`config.mk`:
```
export PLATFORM = sky130hd
export DESIGN_NAME = key_press_classifier
export DESIGN_NICKNAME = d
export VERILOG_FILES = /design/src/design/kpc_pkg.sv /design/src/design/key_press_classifier.sv /design/src/design/kpc_core.sv
export SDC_FILE = /design/constraint.sdc
export NUM_CORES = 1
export LEC_CHECK = 0
export BUFFER_PORTS_ARGS = -buffer_cell sky130_fd_sc_hd__buf_4
export CAP_MARGIN = 20
export CORE_ASPECT_RATIO = 0.5
export CORE_MARGIN = 8
export CORE_UTILIZATION = 40
export CTS_CLUSTER_SIZE = 12
export DETAILED_ROUTE_END_ITERATION = 6
export GPL_ROUTABILITY_DRIVEN = 0
export HOLD_SLACK_MARGIN = 0.05
export PLACE_DENSITY = 0.57
export SETUP_SLACK_MARGIN = 0.4
export SKIP_LAST_GASP = 1
export SLEW_MARGIN = 0
export SYNTH_ARGS = -nofsm -noshare
export SYNTH_HDL_FRONTEND = slang
export SYNTH_SLANG_ARGS = --single-unit
```
`constraint.sdc`:
```
create_clock -name clk -period 6.2 [get_ports clk]
set_input_delay 0.93 -clock clk [delete_from_list [all_inputs] [get_ports clk]]
set_output_delay 0.93 -clock clk [all_outputs]
set_load 0.02 [all_outputs]
```
`src/design/kpc_pkg.sv`:
```
// kpc_pkg: shared types and constants of the key press classifier.
// Used by kpc_core and key_press_classifier; depends on nothing.
`timescale 1ns / 1ps

package kpc_pkg;

	localparam int TimerW  = 16;
	localparam int CfgIdxW = 3;

	// register indexes of the configuration port
	typedef enum logic [CfgIdxW-1:0] {
		CFG_ACTIVE_LOW    = 3'd0,
		CFG_HOLD_MS       = 3'd1,
		CFG_LONG_MS       = 3'd2,
		CFG_DOUBLE_WIN_MS = 3'd3,
		CFG_SINGLE_TO_MS  = 3'd4
	} cfg_idx_t;

	// reset values of the configuration registers
	localparam logic              RstActiveLow   = 1'b1;
	localparam logic [TimerW-1:0] RstHoldMs      = 16'd2000;
	localparam logic [TimerW-1:0] RstLongMs      = 16'd1500;
	localparam logic [TimerW-1:0] RstDoubleWinMs = 16'd1200;
	localparam logic [TimerW-1:0] RstSingleToMs  = 16'd250;

	// event flag codes: bit0 long, bit1 single, bit2 double
	localparam logic [2:0] EvNone   = 3'b000;
	localparam logic [2:0] EvLong   = 3'b001;
	localparam logic [2:0] EvSingle = 3'b010;
	localparam logic [2:0] EvDouble = 3'b100;

	localparam logic [1:0] PendMax = 2'd3;
	localparam logic [1:0] PendOne = 2'd1;

	typedef struct packed {
		logic              active_low;
		logic [TimerW-1:0] hold_ms;
		logic [TimerW-1:0] long_ms;
		logic [TimerW-1:0] double_window_ms;
		logic [TimerW-1:0] single_timeout_ms;
	} cfg_t;

	typedef struct packed {
		logic       btn_down;
		logic       held_long;
		logic [2:0] events;
	} res_t;

	function automatic logic [TimerW-1:0] sat_inc(input logic [TimerW-1:0] v);
		sat_inc = (&v) ? v : v + 1'b1;
	endfunction

endpackage

```
`src/design/key_press_classifier.sv`:
```
// key_press_classifier: top level; config registers, core, result register.
// Depends on kpc_pkg and kpc_core.
//
// Usage:
//   Input channel (in_valid/in_ready, cmd, key_level): cmd=0 is a 1 ms tick,
//   cmd=1 is a sample of the raw key pin in key_level.
//   Output channel (out_valid/out_ready): one result per input transaction
//   giving btn_down, held_long and the sticky long/single/double flags as
//   they stand after that transaction.
//   Config channel (cfg_valid/cfg_ready, cfg_index, cfg_data): always ready;
//   index 0 active_low, 1 hold_ms, 2 long_ms, 3 double_window_ms,
//   4 single_timeout_ms. Other indexes are dropped. Write only when idle.
// Timing:
//   out_valid rises in the cycle after the input transaction. One item per
//   cycle is taken; the single result register sets the rate, and a new item
//   enters whenever that register is empty or being read in the same cycle.
// Reset: clears all press state, flags and out_valid; config returns to
//   active_low=1, 2000/1500/1200/250 ms.
// Stall: while out_ready is low and a result waits, in_ready is low.
`timescale 1ns / 1ps

module key_press_classifier (
	input  logic                        clk,
	input  logic                        arst_n,
	input  logic                        in_valid,
	output logic                        in_ready,
	input  logic                        cmd,
	input  logic                        key_level,
	output logic                        out_valid,
	input  logic                        out_ready,
	output logic                        btn_down,
	output logic                        held_long,
	output logic                        long_press,
	output logic                        single_press,
	output logic                        double_press,
	input  logic                        cfg_valid,
	output logic                        cfg_ready,
	input  logic [kpc_pkg::CfgIdxW-1:0] cfg_index,
	input  logic [kpc_pkg::TimerW-1:0]  cfg_data
);

	kpc_pkg::cfg_t cfg_q;
	kpc_pkg::res_t res_c, res_q;
	logic          out_valid_q;
	logic          in_acc;

	assign cfg_ready = 1'b1;
	assign in_ready  = ~out_valid_q | out_ready;
	assign in_acc    = in_valid & in_ready;

	always_ff @(posedge clk or negedge arst_n) begin
		if (!arst_n) begin
			cfg_q.active_low        <= kpc_pkg::RstActiveLow;
			cfg_q.hold_ms           <= kpc_pkg::RstHoldMs;
			cfg_q.long_ms           <= kpc_pkg::RstLongMs;
			cfg_q.double_window_ms  <= kpc_pkg::RstDoubleWinMs;
			cfg_q.single_timeout_ms <= kpc_pkg::RstSingleToMs;
		end else if (cfg_valid) begin
			case (kpc_pkg::cfg_idx_t'(cfg_index))
				kpc_pkg::CFG_ACTIVE_LOW:    cfg_q.active_low        <= cfg_data[0];
				kpc_pkg::CFG_HOLD_MS:       cfg_q.hold_ms           <= cfg_data;
				kpc_pkg::CFG_LONG_MS:       cfg_q.long_ms           <= cfg_data;
				kpc_pkg::CFG_DOUBLE_WIN_MS: cfg_q.double_window_ms  <= cfg_data;
				kpc_pkg::CFG_SINGLE_TO_MS:  cfg_q.single_timeout_ms <= cfg_data;
				default: ;
			endcase
		end
	end

	kpc_core u_core (
		.clk       (clk),
		.arst_n    (arst_n),
		.step      (in_acc),
		.cmd       (cmd),
		.key_level (key_level),
		.cfg       (cfg_q),
		.res       (res_c)
	);

	always_ff @(posedge clk or negedge arst_n) begin
		if (!arst_n) begin
			out_valid_q <= 1'b0;
		end else if (in_ready) begin
			out_valid_q <= in_valid;
		end
	end

	always_ff @(posedge clk) begin
		if (in_acc)
			res_q <= res_c;
	end

	assign out_valid    = out_valid_q;
	assign btn_down     = res_q.btn_down;
	assign held_long    = res_q.held_long;
	assign long_press   = res_q.events[0];
	assign single_press = res_q.events[1];
	assign double_press = res_q.events[2];

endmodule

```
`src/design/kpc_core.sv`:
```
// kpc_core: classifier state and its one-step update for each transaction.
// Depends on kpc_pkg for the config/result structs and event codes.
`timescale 1ns / 1ps

module kpc_core (
	input  logic           clk,
	input  logic           arst_n,
	input  logic           step,
	input  logic           cmd,
	input  logic           key_level,
	input  kpc_pkg::cfg_t  cfg,
	output kpc_pkg::res_t  res
);

	logic                       down_q, held_q, gap_run_q;
	logic [kpc_pkg::TimerW-1:0] hold_tmr_q, gap_tmr_q;
	logic [1:0]                 pend_q;
	logic [2:0]                 ev_q;

	logic                       down_d, held_d, gap_run_d;
	logic [kpc_pkg::TimerW-1:0] hold_tmr_d, gap_tmr_d, gap_inc;
	logic [1:0]                 pend_d;
	logic [2:0]                 ev_d;
	logic                       pressed;

	assign pressed = cfg.active_low ? ~key_level : key_level;
	assign gap_inc = kpc_pkg::sat_inc(gap_tmr_q);

	always_comb begin
		down_d     = down_q;
		held_d     = held_q;
		gap_run_d  = gap_run_q;
		hold_tmr_d = hold_tmr_q;
		gap_tmr_d  = gap_tmr_q;
		pend_d     = pend_q;
		ev_d       = ev_q;
		if (!cmd) begin
			// millisecond tick
			if (down_q)
				hold_tmr_d = kpc_pkg::sat_inc(hold_tmr_q);
			if (gap_run_q) begin
				gap_tmr_d = gap_inc;
				if (gap_inc >= cfg.single_timeout_ms) begin
					gap_run_d = 1'b0;
					pend_d    = 2'd0;
					ev_d      = kpc_pkg::EvSingle;
				end
			end
		end else if (pressed) begin
			if (!down_q) begin
				down_d     = 1'b1;
				hold_tmr_d = '0;
			end else if (hold_tmr_q >= cfg.hold_ms) begin
				held_d = 1'b1;
			end
		end else if (down_q) begin
			// release: classify the press
			down_d = 1'b0;
			held_d = 1'b0;
			if (hold_tmr_q >= cfg.long_ms) begin
				ev_d = kpc_pkg::EvLong;
			end else if (pend_q == kpc_pkg::PendOne && gap_tmr_q <= cfg.double_window_ms) begin
				pend_d    = 2'd0;
				gap_run_d = 1'b0;
				ev_d      = kpc_pkg::EvDouble;
			end else begin
				gap_tmr_d = '0;
				gap_run_d = 1'b1;
				if (pend_q != kpc_pkg::PendMax)
					pend_d = pend_q + 2'd1;
			end
		end
	end

	always_ff @(posedge clk or negedge arst_n) begin
		if (!arst_n) begin
			down_q     <= 1'b0;
			held_q     <= 1'b0;
			gap_run_q  <= 1'b0;
			hold_tmr_q <= '0;
			gap_tmr_q  <= '0;
			pend_q     <= 2'd0;
			ev_q       <= kpc_pkg::EvNone;
		end else if (step) begin
			down_q     <= down_d;
			held_q     <= held_d;
			gap_run_q  <= gap_run_d;
			hold_tmr_q <= hold_tmr_d;
			gap_tmr_q  <= gap_tmr_d;
			pend_q     <= pend_d;
			ev_q       <= ev_d;
		end
	end

	// state after this transaction, for the result register
	assign res.btn_down  = down_d;
	assign res.held_long = held_d;
	assign res.events    = ev_d;

endmodule

```
==> results of run 1 <==
==> flip-flops by register name (all words and copies together) (netlist names) <==
name and flops:
cfg_q 65, u_core.gap_tmr_q 16, u_core.hold_tmr_q 16, u_core.ev_q 3
u_core.pend_q 2, btn_down 1, double_press 1, held_long 1
long_press 1, out_valid 1, single_press 1, u_core.down_q 1
u_core.gap_run_q 1, u_core.held_q 1
==> cells in the mapped netlist, drive strengths merged (5+ instances only) <==
| master | count | share of area, % |
|---|---|---|
| nand2 | 109 | 6.2 |
| dfrtp | 82 | 31 |
| o21ai | 82 | 6.2 |
| inv | 73 | 4.2 |
| ha | 68 | 13 |
| a21oi | 33 | 2.5 |
| nor3 | 31 | 2.5 |
| nand3 | 26 | 2.0 |
| dfstp | 24 | 9.6 |
| mux2 | 23 | 3.9 |
| nor2 | 22 | 1.3 |
| clkbuf | 16 | 0.91 |
| and3 | 15 | 1.4 |
| xnor2 | 11 | 1.5 |
| a211o | 8 | 1.1 |
| a21o | 8 | 0.91 |
| nand4 | 8 | 0.86 |
| o211ai | 7 | 0.80 |
| nand2b | 6 | 0.57 |
| nor2b | 6 | 0.57 |
| a211oi | 5 | 0.57 |
| edfxtp | 5 | 2.3 |
==> how the worst min path moves through the flow <==
stage	to	slack [ps]
after floorplan	u_core.gap_run_q	440
after global placement	u_core.gap_run_q	450
after detailed placement	u_core.gap_run_q	460
after CTS	u_core.gap_run_q	470
after global routing	u_core.gap_run_q	480
final	u_core.gap_run_q	470
==> power by group through the flow <==
stage               logic, W  registers, W  clock network [W]
detailed placement  0.000681       0.00102                  0
finish              0.000686       0.00101           0.000566
CTS                 0.000689       0.00101           0.000588
global route        0.000800       0.00103           0.000608
floorplan           0.000494      0.000994                  0
global placement    0.000667       0.00102                  0
==> worst reg2reg max path, delay by kind of cell, from the launching register on <==
family,cells,cell delay [ps]
AO/OA/AOI/OAI,6,1540
XOR/XNOR,1,80
adder cells (fa/ha/maj),2,540
flip-flops,1,440
AND/OR/NAND/NOR,6,1410
==> layout by cell type, fill, tap and decap left out, drive strengths merged, types with 7 or more instances in the layout <==
master	count
dfstp	24
nand3	26
dfrtp	82
o21ai	82
a21o	8
ha	68
buf	37
xnor2	11
nand4	8
a21oi	33
mux2	23
nor3	31
nand2	109
a211o	8
o211ai	7
and3	15
nor2	22
inv	76
clkbuf	10
==> logic make-up after synthesis <==
group / after synthesis / synth area share, %
multiplexers: 25 / 4.25
AO/OA/AOI/OAI: 167 / 15.3
XOR/XNOR: 13 / 1.73
flip-flops: 111 / 43.1
buffers and inverters: 94 / 5.58
other: 1 / 0.0571
AND/OR/NAND/NOR: 235 / 17.0
adder cells (fa/ha/maj): 68 / 13.0
==> per-stage QoR <==
stage               instance area (um2)  utilization [%]  hold WS (ps)  setup WS [ps]
floorplan                          6570                -           442           2800
global placement                   7040             43.4           452           2070
detailed placement                 7040             43.4           458           1990
CTS                                7320             45.1           475           1930
global route                       7340             45.2           484           1540
finish                             7340             45.2           469           1930
==> final cells by class <==
| type | instances | share of cell area [%] |
|---|---|---|
| Sequential cell | 111 | 38.6 |
| Clock inverter | 6 | 0.699 |
| Inverter | 74 | 3.79 |
| Tap cell | 227 | 3.87 |
| Timing Repair Buffer | 37 | 3.89 |
| Multi-Input combinational cell | 509 | 46.0 |
| Clock buffer | 10 | 3.12 |
==> per-layer routing <==
| layer | GRT usage, % | vias to the layer above | share of wire (%) |
|---|---|---|---|
| met3 | 2.84 | 14 | 2.8 |
| li1 | - | 2549 | - |
| met5 | 0 | - | 0 |
| met4 | 4.64 | 0 | 1.0 |
| met2 | 23.6 | 66 | 44 |
| met1 | 21.9 | 2385 | 52 |
==> flow_metrics.py, run 1 <==
metrics = {
    "worst_setup_path": {
        "crit_family": "compound AO/OA/AOI/OAI gates",
        "reg2regPathDepth": 15,
        "r2r-end": "double_press",
        "timing.critical_path.buf_inv": 0,
        "cpMaxStageDelayCell": "a2111oi_0",
        "path_cells": "ha_1, and2_1, nand4_1, nor3_4, nor2_1, nand3_1, xnor2_1, ha_1, o21ai_0, a21oi_1, o41ai_1, a2111oi_0, o21ai_0, nand3_1, o21ai_0",
        "endpoint": "double_press",
        "r2r_slack_ps": 1930,
        "reg2reg_from": "u_core.gap_tmr_q[1]",
        "cp.depth": 15,
        "cp_data_arrival_time_ps": 4370,
        "crit_path_frequent_cell": "o21ai_0",
        "startpoint": "u_core.gap_tmr_q[1]",
        "worst_ep_required_time_ps": 6300,
        "worstSetupStartpointType": "register",
        "path_class": "reg2reg",
        "cp_slowest_stage_delay_ps": 730,
        "endpoint_kind": "register",
        "crit_path_max_fanout": 8,
    },
    "cts": {
        "clockBufferDepth": 2,
        "cts-root-buf": "clkbuf_16",
        "clkTransAtPathRegs_ps": 70,
        "clock-sinks": 111,
        "h-tree-depth": 3,
        "numCtsBuffers": 9,
        "ctsResizeCount": 0,
        "clk-insertion-delay-late_ps": 360,
        "cts_hold_buf": 0,
        "cts_setup_buffers": 0,
        "cts_tree": "yes",
    },
    "power_and_ir_drop": {
        "p_seq_share_pct": 44.6,
        "p_per_area_nw_per_um2": 308,
        "switchingPower_w": 0.000784,
        "combPwrFrac_pct": 30.4,
        "p_clk_share_pct": 25.1,
        "intPower_w": 0.00148,
        "power_leakage_nw": 3.42,
        "sw_frac_of_total_pct": 34.7,
        "p_total_w": 0.00226,
        "peakVddDrop_v": 0.000144,
    },
    "layout": {
        "drive_gt1_share_pct": 14.9,
        "stdcell_count": 974,
        "antenna_cells": 0,
        "multi_input_comb_area_um2": 3380,
        "layout.nets": 836,
        "fillCellCount": 1565,
        "seq_area_um2": 2830,
        "syn2layout_area_growth_pct": 11.8,
    },
    "sta": {
        "slew_headroom_pct": 43.9,
        "setup_tns_ps": 0,
        "final-max-slew-violation-count": 0,
        "fmax_mhz": 234,
        "finalSetupViolCount": 0,
        "fin_crit_sh_pct": 68.8,
        "rsz0062_at_grt": "false",
        "worstMarginPinSlew_ps": 820,
        "hold_violations": 0,
        "clock_skew_ps": 13.9,
        "finalCriticalPeriod_ps": 4270,
    },
    "logic_synthesis": {
        "async_flop_share_pct": 95.5,
        "ys_seq_area_share_pct": 43.1,
        "dominantRegCellSynth": "dfrtp_1",
        "synthesis.area_um2": 6570,
        "yosysWarnings": 0,
        "synth_seq_cells": 111,
        "synthesis.nets": 808,
        "synth_area_per_cell_um2": 9.20,
        "synth_cells": 714,
        "synth-edff-count": 5,
        "ys_types": 56,
    },
    "floorplanning": {
        "die_area_um2": 21000,
        "rows": 33,
        "die_w_um": 197,
        "core_area_um2": 16200,
        "io_pins": 34,
        "start_util_pct": 40.5,
        "die_h_um": 107,
    },
    "routing": {
        "drc": 0,
        "drtIter0Drc": 272,
        "first_pass_iters": 5,
        "drt-vias-per-instance": 5.15,
        "drt-total-wl_um": 15600,
        "post_drt_wl_per_cell_um": 16.0,
        "via_count": 5014,
        "antenna_left": 0,
    },
    "job": {
        "maxCapViolCount": 0,
    },
    "placed_design": {
        "dp_hpwl_um": 11600,
        "placedCellCount": 957,
        "io_buffer_count": 32,
    },
    "global_routing": {
        "grt_overflow": 0,
        "grt_start_max_net_pins": 63,
        "grt_first_pass_wirelength_um": 25800,
        "grt_pass1_vias": 4928,
        "grt_use_total_pct": 15.4,
        "antenna_found_initial": 0,
    },
    "status": {
        "status": "finished, final reports clean",
    },
    "worst_hold_path": {
        "whs_path_depth": 1,
        "holdCritStartpoint": "u_core.gap_run_q",
        "min_path_type": "reg2reg",
    },
}
(Power assumes the default switching activity.)
==> run 2: changes to the inputs <==
Clock period 6.2 ns to 4.33 ns, I/O delays scaled along.
==> run 2 against run 1 <==
Compared with the run above:
- combinational power rose by 43%
- die area did not move
- design area rose by 0.68%
- critical path type unchanged
==> flow_metrics.py, run 2 (synthesized netlist as in run 1, its figures left out) <==
metrics = {
    "job": {
        "maxCapViolCount": 0,
    },
    "routing": {
        "drt-total-wl_um": 15700,
        "drc": 0,
        "first_pass_iters": 4,
        "drtIter0Drc": 293,
        "drt-vias-per-instance": 5.16,
        "via_count": 5050,
        "antenna_left": 0,
        "post_drt_wl_per_cell_um": 16.1,
    },
    "global_routing": {
        "grt_first_pass_wirelength_um": 26300,
        "grt_pass1_vias": 4935,
        "grt_overflow": 0,
        "groute.layer.met1.usage_pct": 22.3,
        "antenna_found_initial": 0,
        "grt_use_total_pct": 15.7,
        "grt_start_max_net_pins": 43,
        "grt_busiest_layer": "met2",
        "grtUsageMet3_pct": 3.16,
        "grt_use_met2_pct": 24.4,
    },
    "worst_setup_path": {
        "crit_path_max_fanout": 6,
        "worst_ep_required_time_ps": 4600,
        "endpoint_kind": "register",
        "r2r-end": "u_core.pend_q[1]",
        "reg2reg_from": "u_core.gap_tmr_q[1]",
        "cp_slowest_stage_delay_ps": 440,
        "cpMaxStageDelayCell": "dfrtp_1",
        "path_cells": "ha_1, and2_1, nand4_1, nor3_4, nor2_2, nand3_1, xnor2_1, ha_1, a22o_1, o41ai_1, a2111oi_2, o21ai_0, o41ai_1, o22ai_1",
        "reg2regPathDepth": 14,
        "r2r_slack_ps": 740,
        "worstSetupStartpointType": "register",
        "cp_data_arrival_time_ps": 3860,
        "path_class": "reg2reg",
    },
    "placed_design": {
        "place_ws_ps": 126,
        "dp_hpwl_um": 11600,
        "io_buffer_count": 32,
    },
    "cts": {
        "cts-root-buf": "clkbuf_16",
        "cts_tree": "yes",
        "clock-sinks": 111,
        "clockBufferDepth": 2,
        "numCtsBuffers": 9,
        "cts_hold_buf": 0,
        "h-tree-depth": 3,
        "clk-insertion-delay-late_ps": 350,
        "clkTransAtPathRegs_ps": 80,
    },
    "floorplanning": {
        "start_util_pct": 40.5,
        "die_w_um": 197,
        "die_area_um2": 21000,
        "rows": 33,
        "io_pins": 34,
        "die_h_um": 107,
        "core_area_um2": 16200,
    },
    "layout": {
        "layout_commonest_cell": "nand2_1",
        "seq_area_um2": 2830,
        "utilization_pct": 45.5,
        "reg.largest.list": "cfg_q: 65 flops, u_core.gap_tmr_q: 16 flops, u_core.hold_tmr_q: 16 flops",
        "antenna_cells": 0,
        "layout.nets": 840,
        "largest_register_ffs": 65,
        "syn2layout_area_growth_pct": 12.5,
        "layout_common_cells": "nand2_1 (109), dfrtp_1 (82), o21ai_0 (79)",
        "multi_input_comb_area_um2": 3390,
        "regMostFlops": "cfg_q",
        "drive_gt1_share_pct": 15.4,
        "fillCellCount": 1533,
    },
    "sta": {
        "finalSetupViolCount": 0,
        "rsz0062_at_grt": "false",
        "fin_ws_ps": 741,
        "clock_skew_ps": 11.1,
        "setup_tns_ps": 0,
        "fmax_mhz": 279,
        "fin_crit_sh_pct": 82.9,
        "final-max-slew-violation-count": 0,
        "worstMarginPinSlew_ps": 936,
        "hold_violations": 0,
        "slew_headroom_pct": 37.6,
        "finalCriticalPeriod_ps": 3590,
    },
    "status": {
        "status": "finished, final reports clean",
    },
    "power_and_ir_drop": {
        "p_per_area_nw_per_um2": 444,
        "peakVddDrop_v": 0.000212,
        "power_leakage_nw": 3.45,
    },
    "worst_hold_path": {
        "min_path_type": "in2async",
    },
}
==> run 2: changes by cell type in the layout (fill, tap and decap cells not counted), sizes merged <==
| cell | change |
|---|---|
| buf | +4 |
| clkbuf | +2 |
| clkinv | -2 |
| bufinv | +1 |
| inv | -1 |
==> run 2: how the worst max path moves through the flow <==
stage          depth (start not counted)                 from          endpoint
6_report                              14  u_core.gap_tmr_q[1]  u_core.pend_q[1]
5_1_grt                               16  u_core.gap_tmr_q[1]      double_press
4_1_cts                               14  u_core.gap_tmr_q[1]      double_press
3_5_place_dp                          15  u_core.gap_tmr_q[1]      double_press
3_3_place_gp                          15  u_core.gap_tmr_q[1]      double_press
2_1_floorplan                         15  u_core.gap_tmr_q[1]      double_press
==> run 2: cell type report <==
class                   count  area share (%)
clock buffers              12            3.34
multi-input cells         509            45.8
repair buffers             41            4.17
inverters                  74            3.76
clock inverters             4           0.711
well taps                 227            3.84
flip-flops and latches    111            38.3
==> run 2: through the flow <==
stage                     std cells  power [W]  cell area (um2)  hold slack (ps)
after global routing            978    0.00354             7390              291
after CTS                       976    0.00332             7370              280
final                           978    0.00328             7390              272
after floorplan                 714    0.00213             6570              354
after detailed placement        960    0.00244             7070              457
after global placement          960    0.00242             7070              451
==> run 2: critical path: cells and delay by family, from the launching register on <==
kind | cells | cell delay (ps)
compound gates | 6 | 1420
simple gates | 5 | 990
xor+xnor | 1 | 130
fa+ha+maj | 2 | 510
flops | 1 | 440
==> run 2: what timing repair did <==
item,in CTS,in global routing
setup buffers,0,2
pin swaps,0,1
endpoints found under the hold margin,0,0
endpoints found under the setup margin,8,7
resized for setup,2,2
==> run 2: metal layers <==
metal / wire length (um) / part of all wire [%]
met5: 0 / 0
met4: 132 / 0.84
met3: 579 / 3.7
met2: 6960 / 44
met1: 8040 / 51
==> run 2: where the power goes <==
group          leakage [nW]  switching (W)  internal, W
Clock                 0.148       0.000387     0.000469
Sequential             1.28       0.000156      0.00129
Combinational          2.02       0.000557     0.000423
